### config.mk
export PLATFORM = sky130hd
export DESIGN_NAME = event_timer_table
export DESIGN_NICKNAME = d
export VERILOG_FILES = /design/src/hdl/etc_pkg.sv /design/src/hdl/etc_slot_file.sv /design/src/hdl/etc_cmp_unit.sv /design/src/hdl/event_timer_table.sv
export SDC_FILE = /design/constraint.sdc
export NUM_CORES = 2
export LEC_CHECK = 0
export BUFFER_PORTS_ARGS = -buffer_cell sky130_fd_sc_hd__buf_2
export CORE_MARGIN = 2
export CORE_UTILIZATION = 40
export CTS_BUF_LIST = sky130_fd_sc_hd__clkbuf_8 sky130_fd_sc_hd__clkbuf_16
export CTS_CLUSTER_DIAMETER = 120
export DETAILED_ROUTE_END_ITERATION = 12
export GPL_TIMING_DRIVEN = 0
export HOLD_SLACK_MARGIN = 0.08
export PLACE_DENSITY = 0.6
export SYNTH_ARGS = -nofsm -noshare
export SYNTH_HDL_FRONTEND = slang
export SYNTH_SLANG_ARGS = --single-unit
### constraint.sdc
create_clock -name clk_i -period 11.3 [get_ports clk_i]
set_input_delay 1.695 -clock clk_i [delete_from_list [all_inputs] [get_ports clk_i]]
set_output_delay 1.695 -clock clk_i [all_outputs]
set_load 0.05 [all_outputs]
### src/hdl/etc_pkg.sv
// ----------------------------------------------------------------------------
// etc_pkg: shared types and constants of the event timer table
// Slot count, field widths, operation and result codes, slot entry layout.
// ----------------------------------------------------------------------------
package etc_pkg;

  // table geometry
  localparam int unsigned SLOTS    = 16;
  localparam int unsigned IDX_W    = (SLOTS > 1) ? $clog2(SLOTS) : 1;
  localparam int unsigned CNT_W    = $clog2(SLOTS + 1);

  // field widths
  localparam int unsigned TIME_W   = 32;
  localparam int unsigned ID_W     = 8;
  localparam int unsigned DUR_S_W  = 16;
  localparam int unsigned DUR_MS_W = 27;
  localparam int unsigned KIND_W   = 3;

  localparam int unsigned MS_PER_S = 1000;

  // operation codes of an input transaction
  typedef enum logic [1:0] {
    OP_ADD   = 2'd0,
    OP_TICK  = 2'd1,
    OP_QUERY = 2'd2,
    OP_NONE  = 2'd3
  } op_e;

  // result kinds
  typedef enum logic [KIND_W-1:0] {
    KIND_ADDED  = 3'd0,
    KIND_FULL   = 3'd1,
    KIND_FIRED  = 3'd2,
    KIND_DONE   = 3'd3,
    KIND_ANSWER = 3'd4
  } kind_e;

  // one stored timer
  typedef struct packed {
    logic [ID_W-1:0]     id;
    logic [TIME_W-1:0]   start;
    logic [DUR_MS_W-1:0] dur_ms;
    logic                periodic;
  } slot_t;

  // compare unit verdict
  typedef struct packed {
    logic due;
    logic match;
  } cmp_t;

endpackage

### src/hdl/etc_slot_file.sv
// ----------------------------------------------------------------------------
// etc_slot_file: generic single-port-write RAM
// One write port and one read port with registered read data; WIDTH bits
// by DEPTH entries, contents undefined until written.
// ----------------------------------------------------------------------------
module etc_slot_file #(
  parameter int unsigned WIDTH = 8,
  parameter int unsigned DEPTH = 16
) (
  input  logic                                             clk_i,
  input  logic                                             we_i,
  input  logic [((DEPTH > 1) ? $clog2(DEPTH) : 1)-1:0]     waddr_i,
  input  logic [WIDTH-1:0]                                 wdata_i,
  input  logic [((DEPTH > 1) ? $clog2(DEPTH) : 1)-1:0]     raddr_i,
  output logic [WIDTH-1:0]                                 rdata_o
);

  logic [WIDTH-1:0] mem_q [DEPTH];
  logic [WIDTH-1:0] rdata_q;

  // entry write and registered read
  always_ff @(posedge clk_i) begin
    if (we_i) begin
      mem_q[waddr_i] <= wdata_i;
    end
    rdata_q <= mem_q[raddr_i];
  end

  assign rdata_o = rdata_q;

endmodule

### src/hdl/etc_cmp_unit.sv
// ----------------------------------------------------------------------------
// etc_cmp_unit: shared arithmetic and compare unit
// Due test (33-bit start plus duration against now), id match and the
// seconds to milliseconds scaling for new timers.
// ----------------------------------------------------------------------------
module etc_cmp_unit
  import etc_pkg::*;
(
  input  slot_t                entry_i,
  input  logic [TIME_W-1:0]    now_i,
  input  logic [ID_W-1:0]      key_i,
  input  logic [DUR_S_W-1:0]   dur_s_i,
  output cmp_t                 cmp_o,
  output logic [DUR_MS_W-1:0]  dur_ms_o
);

  logic [TIME_W:0] deadline;

  // expiry time, one bit wider so it never wraps
  assign deadline = {1'b0, entry_i.start}
                  + {{(TIME_W + 1 - DUR_MS_W){1'b0}}, entry_i.dur_ms};

  assign cmp_o.due   = (deadline <= {1'b0, now_i});
  assign cmp_o.match = (entry_i.id == key_i);

  // seconds to milliseconds
  assign dur_ms_o = {{(DUR_MS_W - DUR_S_W){1'b0}}, dur_s_i} * DUR_MS_W'(MS_PER_S);

endmodule

### src/hdl/event_timer_table.sv
// ----------------------------------------------------------------------------
// event_timer_table: table of one-shot and periodic timers
// Stores timers in insertion order, fires due ones on a tick with in-place
// compaction of one-shot removals, and answers id presence queries.
// ----------------------------------------------------------------------------
//
//  channel  | handshake              | payload
//  ---------+------------------------+---------------------------------------
//  input    | in_valid_i, in_ready_o | opcode_i now_ms_i event_id_i
//           |                        | duration_s_i persist_i
//  output   | out_valid_o,out_ready_i| kind_o fired_id_o found_o last_o
//
//  a tick or query scans one slot per cycle through the shared compare
//  unit, unless a tick holds at a due timer; the slot RAM is addressed
//  with the next read pointer so its registered data is on time.
//  a tick walks read and write pointers together, so removal needs no
//  separate pass. every result passes through one output register; add,
//  a due timer and the final result wait while it is full and not taken.
//  rst_ni clears the table count and control; slot contents need no reset.
//  input is ready whenever the sequencer is idle, even with a result pending.
// ----------------------------------------------------------------------------
module event_timer_table
  import etc_pkg::*;
(
  input  logic                clk_i,
  input  logic                rst_ni,
  input  logic                in_valid_i,
  output logic                in_ready_o,
  input  logic [1:0]          opcode_i,
  input  logic [TIME_W-1:0]   now_ms_i,
  input  logic [ID_W-1:0]     event_id_i,
  input  logic [DUR_S_W-1:0]  duration_s_i,
  input  logic                persist_i,
  output logic                out_valid_o,
  input  logic                out_ready_i,
  output logic [KIND_W-1:0]   kind_o,
  output logic [ID_W-1:0]     fired_id_o,
  output logic                found_o,
  output logic                last_o
);

  typedef enum logic [3:0] {
    ST_IDLE = 4'b0001,
    ST_ADD  = 4'b0010,
    ST_SCAN = 4'b0100,
    ST_DONE = 4'b1000
  } state_e;

  state_e              state_q, state_d;
  logic [CNT_W-1:0]    cnt_q, cnt_d;
  logic [CNT_W-1:0]    rd_q, rd_d;
  logic [CNT_W-1:0]    wr_q, wr_d;
  logic                hit_q, hit_d;

  op_e                 op_q;
  logic [TIME_W-1:0]   now_q;
  logic [ID_W-1:0]     id_q;
  logic [DUR_S_W-1:0]  dur_s_q;
  logic                persist_q;

  logic                out_valid_q, out_valid_d;
  kind_e               kind_q, kind_d;
  logic [ID_W-1:0]     out_id_q, out_id_d;
  logic                found_q, found_d;
  logic                last_q, last_d;

  logic                in_accept;
  logic                out_free;
  logic                we;
  logic [IDX_W-1:0]    waddr;
  slot_t               wdata;
  slot_t               rdata;
  cmp_t                cmp;
  logic [DUR_MS_W-1:0] dur_ms;

  assign in_ready_o = (state_q == ST_IDLE);
  assign in_accept  = in_valid_i && in_ready_o;
  assign out_free   = !out_valid_q || out_ready_i;

  // slot storage, read data registered, addressed by the next read pointer
  etc_slot_file #(
    .WIDTH ($bits(slot_t)),
    .DEPTH (SLOTS)
  ) u_slots (
    .clk_i   (clk_i),
    .we_i    (we),
    .waddr_i (waddr),
    .wdata_i (wdata),
    .raddr_i (rd_d[IDX_W-1:0]),
    .rdata_o (rdata)
  );

  // shared compare unit
  etc_cmp_unit u_cmp (
    .entry_i  (rdata),
    .now_i    (now_q),
    .key_i    (id_q),
    .dur_s_i  (dur_s_q),
    .cmp_o    (cmp),
    .dur_ms_o (dur_ms)
  );

  // sequencer
  always_comb begin
    state_d     = state_q;
    cnt_d       = cnt_q;
    rd_d        = rd_q;
    wr_d        = wr_q;
    hit_d       = hit_q;
    out_valid_d = out_valid_q && !out_ready_i;
    kind_d      = kind_q;
    out_id_d    = out_id_q;
    found_d     = found_q;
    last_d      = last_q;
    we          = 1'b0;
    waddr       = wr_q[IDX_W-1:0];
    wdata       = rdata;

    case (state_q)
      ST_IDLE: begin
        if (in_accept) begin
          rd_d  = '0;
          wr_d  = '0;
          hit_d = 1'b0;
          case (op_e'(opcode_i))
            OP_ADD:   state_d = ST_ADD;
            OP_TICK:  state_d = ST_SCAN;
            OP_QUERY: state_d = ST_SCAN;
            default:  state_d = ST_IDLE;
          endcase
        end
      end

      ST_ADD: begin
        if (out_free) begin
          out_valid_d = 1'b1;
          out_id_d    = '0;
          found_d     = 1'b0;
          last_d      = 1'b1;
          if (cnt_q == CNT_W'(SLOTS)) begin
            kind_d = KIND_FULL;
          end else begin
            kind_d         = KIND_ADDED;
            we             = 1'b1;
            waddr          = cnt_q[IDX_W-1:0];
            wdata.id       = id_q;
            wdata.start    = now_q;
            wdata.dur_ms   = dur_ms;
            wdata.periodic = persist_q;
            cnt_d          = cnt_q + CNT_W'(1);
          end
          state_d = ST_IDLE;
        end
      end

      ST_SCAN: begin
        if (rd_q == cnt_q) begin
          state_d = ST_DONE;
        end else if (op_q == OP_TICK) begin
          if (cmp.due) begin
            // fired timer: restart periodic, drop one-shot
            if (out_free) begin
              out_valid_d = 1'b1;
              kind_d      = KIND_FIRED;
              out_id_d    = rdata.id;
              found_d     = 1'b0;
              last_d      = 1'b0;
              rd_d        = rd_q + CNT_W'(1);
              if (rdata.periodic) begin
                we          = 1'b1;
                wdata.start = now_q;
                wr_d        = wr_q + CNT_W'(1);
              end
            end
          end else begin
            // pending timer: compact toward the write pointer
            we   = 1'b1;
            rd_d = rd_q + CNT_W'(1);
            wr_d = wr_q + CNT_W'(1);
          end
        end else begin
          hit_d = hit_q || cmp.match;
          rd_d  = rd_q + CNT_W'(1);
        end
      end

      ST_DONE: begin
        if (out_free) begin
          out_valid_d = 1'b1;
          last_d      = 1'b1;
          found_d     = 1'b0;
          if (op_q == OP_TICK) begin
            kind_d   = KIND_DONE;
            out_id_d = '0;
            cnt_d    = wr_q;
          end else begin
            kind_d   = KIND_ANSWER;
            out_id_d = id_q;
            found_d  = hit_q;
          end
          state_d = ST_IDLE;
        end
      end

      default: begin
        state_d = ST_IDLE;
      end
    endcase
  end

  // control registers
  always_ff @(posedge clk_i or negedge rst_ni) begin
    if (!rst_ni) begin
      state_q     <= ST_IDLE;
      cnt_q       <= '0;
      rd_q        <= '0;
      wr_q        <= '0;
      hit_q       <= 1'b0;
      out_valid_q <= 1'b0;
    end else begin
      state_q     <= state_d;
      cnt_q       <= cnt_d;
      rd_q        <= rd_d;
      wr_q        <= wr_d;
      hit_q       <= hit_d;
      out_valid_q <= out_valid_d;
    end
  end

  // transaction and result payload
  always_ff @(posedge clk_i) begin
    if (in_accept) begin
      op_q      <= op_e'(opcode_i);
      now_q     <= now_ms_i;
      id_q      <= event_id_i;
      dur_s_q   <= duration_s_i;
      persist_q <= persist_i;
    end
    kind_q   <= kind_d;
    out_id_q <= out_id_d;
    found_q  <= found_d;
    last_q   <= last_d;
  end

  assign out_valid_o = out_valid_q;
  assign kind_o      = kind_q;
  assign fired_id_o  = out_id_q;
  assign found_o     = found_q;
  assign last_o      = last_q;

`ifndef ASSERT_OFF
  a_cnt_bound : assert property (@(posedge clk_i) disable iff (!rst_ni)
    cnt_q <= CNT_W'(SLOTS))
    else $error("timer count above table size");

  a_ptr_order : assert property (@(posedge clk_i) disable iff (!rst_ni)
    (state_q == ST_SCAN) |-> (wr_q <= rd_q && rd_q <= cnt_q))
    else $error("compaction pointers out of order");

  a_fired_tick : assert property (@(posedge clk_i) disable iff (!rst_ni)
    (out_valid_q && kind_q == KIND_FIRED) |-> (op_q == OP_TICK && !last_q))
    else $error("fired result outside a tick");

  a_state_hot : assert property (@(posedge clk_i) disable iff (!rst_ni)
    $onehot(state_q))
    else $error("sequencer state not one-hot");
`endif

endmodule
Yosys cells after proc, flatten, opt, wreduce, memory -nomap -nowiden
Memories as Yosys holds them, arrays and structs flattened. A register that Yosys moved wholly into a read port is not among the register bits. Cells that the tools add are included.

Register bits after elaboration: 93. Memory bits (writable): 1088. Output and inout port bits: 15. Word-level logic and storage cells: 154. Memories: 1.

Memories: u_slots.mem_q (words 16, width 68, read ports 1, clocked after Yosys merged registers in 1, wr ports 1, line etc_slot_file.sv:18) `logic [WIDTH-1:0] mem_q [DEPTH];`.

Add/sub/neg operators: 4. $mul: 1. Order comparisons: 1. Equality and inequality tests: 25. Multiplexer cells: 85. Reduce and logical (&&, ||, !) cells: 21.

Operators by type and width (number): $mux 32 (5); $mux 68 (2); $mux 5 (15); $mux 8 (8); $pmux 32 s2 (1); $add 32x27->33 (1); $le 33x32->1 (1); $pmux 5 s2 (3); $mux 1 (28); $mux 28 (1); $mux 4 (6); $pmux 8 s3 (1); $mul 16x7->23 const B (1); $mux 3 (7); $ne 2x2->1 const B (10); $add 5x1->5 const B (3); $pmux 4 s3 (1); $reduce_and 6->1 (2); $reduce_and 5->1 (2); $pmux 3 s3 (1); $eq 8x8->1 (1); $pmux 1 s2 (4); $reduce_and 4->1 (2); $reduce_and 7->1 (1); 22 further kinds (30).

Depth between registers and ports, before layout
Depth in word-level cells: 9. Mapped depth: 32.

Cells and area by module
Synthesis repeated with hierarchy kept, for this count alone.

Cells, all modules: 2727. Area total of the unflattened synthesis: 51695.8 µm².

Modules (own cells, without submodules): etc_slot_file (times used 1, cells an instance 1750, area an instance 41979.0 µm², seq. area each 34032.6 µm²); etc_cmp_unit (times used 1, cells an instance 663, area an instance 5275.1 µm², seq. area each 0.0 µm²); event_timer_table (times used 1, cells an instance 314, area an instance 4441.8 µm², seq. area each 2688.8 µm²).

Worst setup path after synthesis
OpenSTA, ideal clock, no wires.

Path type: reg2reg. Start: register u_slots.rdata_q[2], in the netlist u_slots.rdata_o[2], read port of u_slots.mem_q. End: memory u_slots.mem_q[0][0] (netlist bit) (enable). Setup time: 495 ps. Arrival: 7351 ps. Required time: 10805 ps. Setup slack: 3454 ps. Cell stages (with the launch flop): 24. Path buffers: 0. Period minus slack after synthesis: 7846 ps. Cells stage by stage: dfxtp_1 -> ha_1 -> a21o_1 -> a21oi_1 -> o21bai_1 -> a211oi_1 -> o31ai_1 -> o41ai_1 -> o21ai_0 -> a21o_1 -> a21boi_0 -> o21ai_0 -> xnor2_1 -> ha_1 -> nand4_1 -> nor4_1 -> and3_1 -> a221oi_1 -> nand3_1 -> a21oi_1 -> nand2_1 -> a21o_1 -> o21ai_0 -> nor2_1.

Longest elaborated chain between the ends: 8.

Ends and longest elaborated chain: start: declaration (line etc_slot_file.sv:19) `logic [WIDTH-1:0] rdata_q;`; $add 32x27->33 (line etc_cmp_unit.sv:21) `+ {{(TIME_W + 1 - DUR_MS_W){1'b0}}, entry_i.dur_ms};`; $le 33x32->1 (line etc_cmp_unit.sv:23) `assign cmp_o.due = (deadline <= {1'b0, now_i});`; $mux 1 (line event_timer_table.sv:160) `if (cmp.due) begin`; $mux 1 (line event_timer_table.sv:159) `end else if (op_q == OP_TICK) begin`; $mux 1 (line event_timer_table.sv:157) `if (rd_q == cnt_q) begin`; $pmux 1 s2 (line event_timer_table.sv:119) `case (state_q)`; $mux 1 (line etc_slot_file.sv:23) `if (we_i) begin`; $mux 1 (implied by the code) (line etc_slot_file.sv:24) `mem_q[waddr_i] <= wdata_i;`; end: declaration (line etc_slot_file.sv:18).

Every way passes these cells.

Worst setup path after layout
Start: register u_slots.rdata_q[29], in the netlist u_slots.rdata_o[29], read port of u_slots.mem_q. End: register u_slots.rdata_q[60], in the netlist u_slots.rdata_o[60], read port of u_slots.mem_q.

Longest elaborated chain between the ends: 6.

Ends and longest elaborated chain: $add 32x27->33 (line etc_cmp_unit.sv:21); $le 33x32->1 (line etc_cmp_unit.sv:23); $mux 5 (line event_timer_table.sv:160); $mux 5 (line event_timer_table.sv:159); $mux 5 (line event_timer_table.sv:157); $pmux 5 s2 (line event_timer_table.sv:119); named net rd_d[1] (line event_timer_table.sv:51) `logic [CNT_W-1:0] rd_q, rd_d;`.

The timed path passes the listed nets, and every way through them passes these cells. The select of a mux whose other input is x is not followed. A chain may end at the register's enable or synchronous reset.

==> results.tsv <==
metric	value	unit
most common cell after layout, fill and taps aside	nand2_1	
CTS Sinks	1249	
Die Span X	367	um
CTS Buf Count	136	
Crit Path Class	reg2reg	
layout cells sized above 1	0.107	
CTS resizes	0	
Routed Antenna Nets	0	
status	finished, final reports clean	
VDD IR max	0.000350	V
Starting DRT DRC Count	3911	
Synth warnings	0	
fin nets	4662	
# IOs	78	
first-pass GRT wire length	214000	um
vias	34000	
core area	131000	sq um
Post-synth EDFFs	1160	
period utilization	0.863	
most frequent cells in the layout	nand2_1 (1220), edfxtp_1 (1160), nand3_1 (286)	
P_leak	22.6	nW
endpoints failing hold	0	
Post-CTS Hold Fix Bufs	0	
DRC violations left	0	
post-layout util	0.463	
Post-Synthesis Cells	4146	
RSZ-0062 raised after global routing	no	
crit-path max cell delay	1.05	ns
Remaining Overflow, GRT	0	
Skew-Pair Late Insertion Delay	0.77	ns
FMAX	0.103	GHz
chip height	367	um
startpoint types	flip-flop	
largest net degree at the start of global routing	44	
clock-pin slew on the worst setup and hold paths	0.06	ns
CP endpoint kind	flip-flop	
DR vias/cell	5.40	
WL/cell	22.9	um
P&R area growth vs syn	15.1	%
Mapped Area	52800	sq um
setup bufs post-CTS	0	
Slew Limit Headroom	0.114	
syn avg cell area	12.7	sq um
fin. max-slew vios	0	
final WL	144000	um
row count	133	
crit path time final	9.75	ns
flops & latches, synth	1249	
critical path fanouts, max	10	
number of global-route vias before repair	33000	
max cap viols	0	
CTS tree	built	
syn_nets	4382	
CP Data Arrival Time	10.34	ns
Hold Crit Depth	2	
Worst Tran Pin Value	1.32	ns
Placed Cells	6043	
fin cells	6293	
htree depth	4	
clk_skew	0.0344	ns
I/O Buffers	77	
CP Data Required Time	11.89	ns
Initial Util	0.402	
initial antenna violation count	5	
r2r worst-path depth	28	
dpl hpwl	101000	um
Root Driver	clkbuf_16	
Hold/Removal Path Class	reg2reg	
cell repeated most along the worst path	nand4_1	
routability cong.	0.874	
CTS max path bufs	3	
total track usage	0.212	
sequential area share after synthesis	0.696	
Total Neg Setup Slack	0	ns
ys flop type	edfxtp_1	
CP max-delay cell	nor4_1	
asr flop ratio synth	0.0168	
P per Cell Area	325	nW/um^2
Detailed Routing Iterations Pass 1	6	
final setup fails	0	
die area	135000	sq um
Yosys cell types	72	
-- logic make-up after synthesis --
kind of cell | synth area share
and+or+nand+nor | 0.137
DFF | 0.696
AOI/OAI and AO/OA | 0.0661
buffers and inverters | 0.0284
adders and majority gates | 0.0489
muxes | 0.0138
xor gates and xnor gates | 0.00963
-- worst max-delay path: cells and delay by family (launching register included) --
kind | cells | cell delay, ns
buffers and inverters | 4 | 1.05
AND/OR/NAND/NOR | 6 | 2.41
adder cells (fa/ha/maj) | 2 | 0.55
flip-flops | 1 | 0.39
AO/OA/AOI/OAI | 14 | 4.16
XOR/XNOR | 1 | 0.16
multiplexers | 1 | 0.82
-- layer usage --
layer,up-vias,part of all wire,GRT usage
li1,15600,-,-
met1,16800,0.43,0.294
met2,1275,0.46,0.336
met3,247,0.074,0.0352
met4,6,0.034,0.0805
met5,-,0.00024,0
-- where the power goes --
| part | total (mW) | switching (mW) | internal (mW) |
|---|---|---|---|
| clock network | 4.18 | 1.80 | 2.38 |
| registers | 6.50 | 0.301 | 6.20 |
| logic | 9.06 | 6.09 | 2.97 |
-- synth_stat cells (55+ instances only) --
master / n / area share
a32oi_1: 71 / 0.012
buf_2: 109 / 0.010
clkbuf_1: 85 / 0.0060
dfxtp_1: 68 / 0.026
edfxtp_1: 1160 / 0.66
fa_1: 55 / 0.021
ha_1: 118 / 0.028
inv_1: 131 / 0.0093
mux2i_1: 68 / 0.013
nand2_1: 1220 / 0.087
nand3_1: 286 / 0.027
nand4_1: 84 / 0.010
nor2_1: 68 / 0.0048
o21ai_0: 212 / 0.020
o221ai_1: 68 / 0.011
-- area by class of cell --
type,instances,area (sq um)
Multi-Input combinational cell,2550,14700
Clock inverter,98,562
Buffer,214,1000
Timing Repair Buffer,142,1370
Fill cell,11700,70400
Antenna cell,1,2.50
Inverter,133,502
Sequential cell,1249,36700
Clock buffer,151,3650
Tap cell,1755,2200
-- sequential cells by signal, indices dropped and copies added (netlist names), 2 cells and up --
signal / cells
rd_q: 5
cnt_q: 5
u_slots.rdata_o: 68
wr_q: 5
fired_id_o: 8
now_q: 32
u_slots.mem_q: 1088
kind_o: 3
op_q: 2
dur_s_q: 16
state_q: 4
id_q: 8
-- worst paths after layout --
path,from,end,slack [ns]
worst max register to register,u_slots.rdata_o[29],u_slots.rdata_o[60],1.55
worst min register to register,hit_q,hit_q,0.49
max in group asynchronous,rst_ni,state_q[0],10.02
worst min-delay path,hit_q,hit_q,0.49
min in group asynchronous,rst_ni,rd_q[2],0.92
worst max-delay path,u_slots.rdata_o[29],u_slots.rdata_o[60],1.55
-- metrics by stage --
stage	cell area (sq um)	hold slack [ns]	worst slack (ns)	power, mW
6_report	60700	0.491	1.55	19.7
5_1_grt	60700	0.527	1.14	21.0
4_1_cts	60700	0.495	1.67	19.8
3_5_place_dp	56500	0.482	1.68	15.6
3_3_place_gp	55300	0.461	-1.65	15.3
2_1_floorplan	52800	0.435	3.45	12.4
Note: power is estimated with default switching activity, not from simulation.
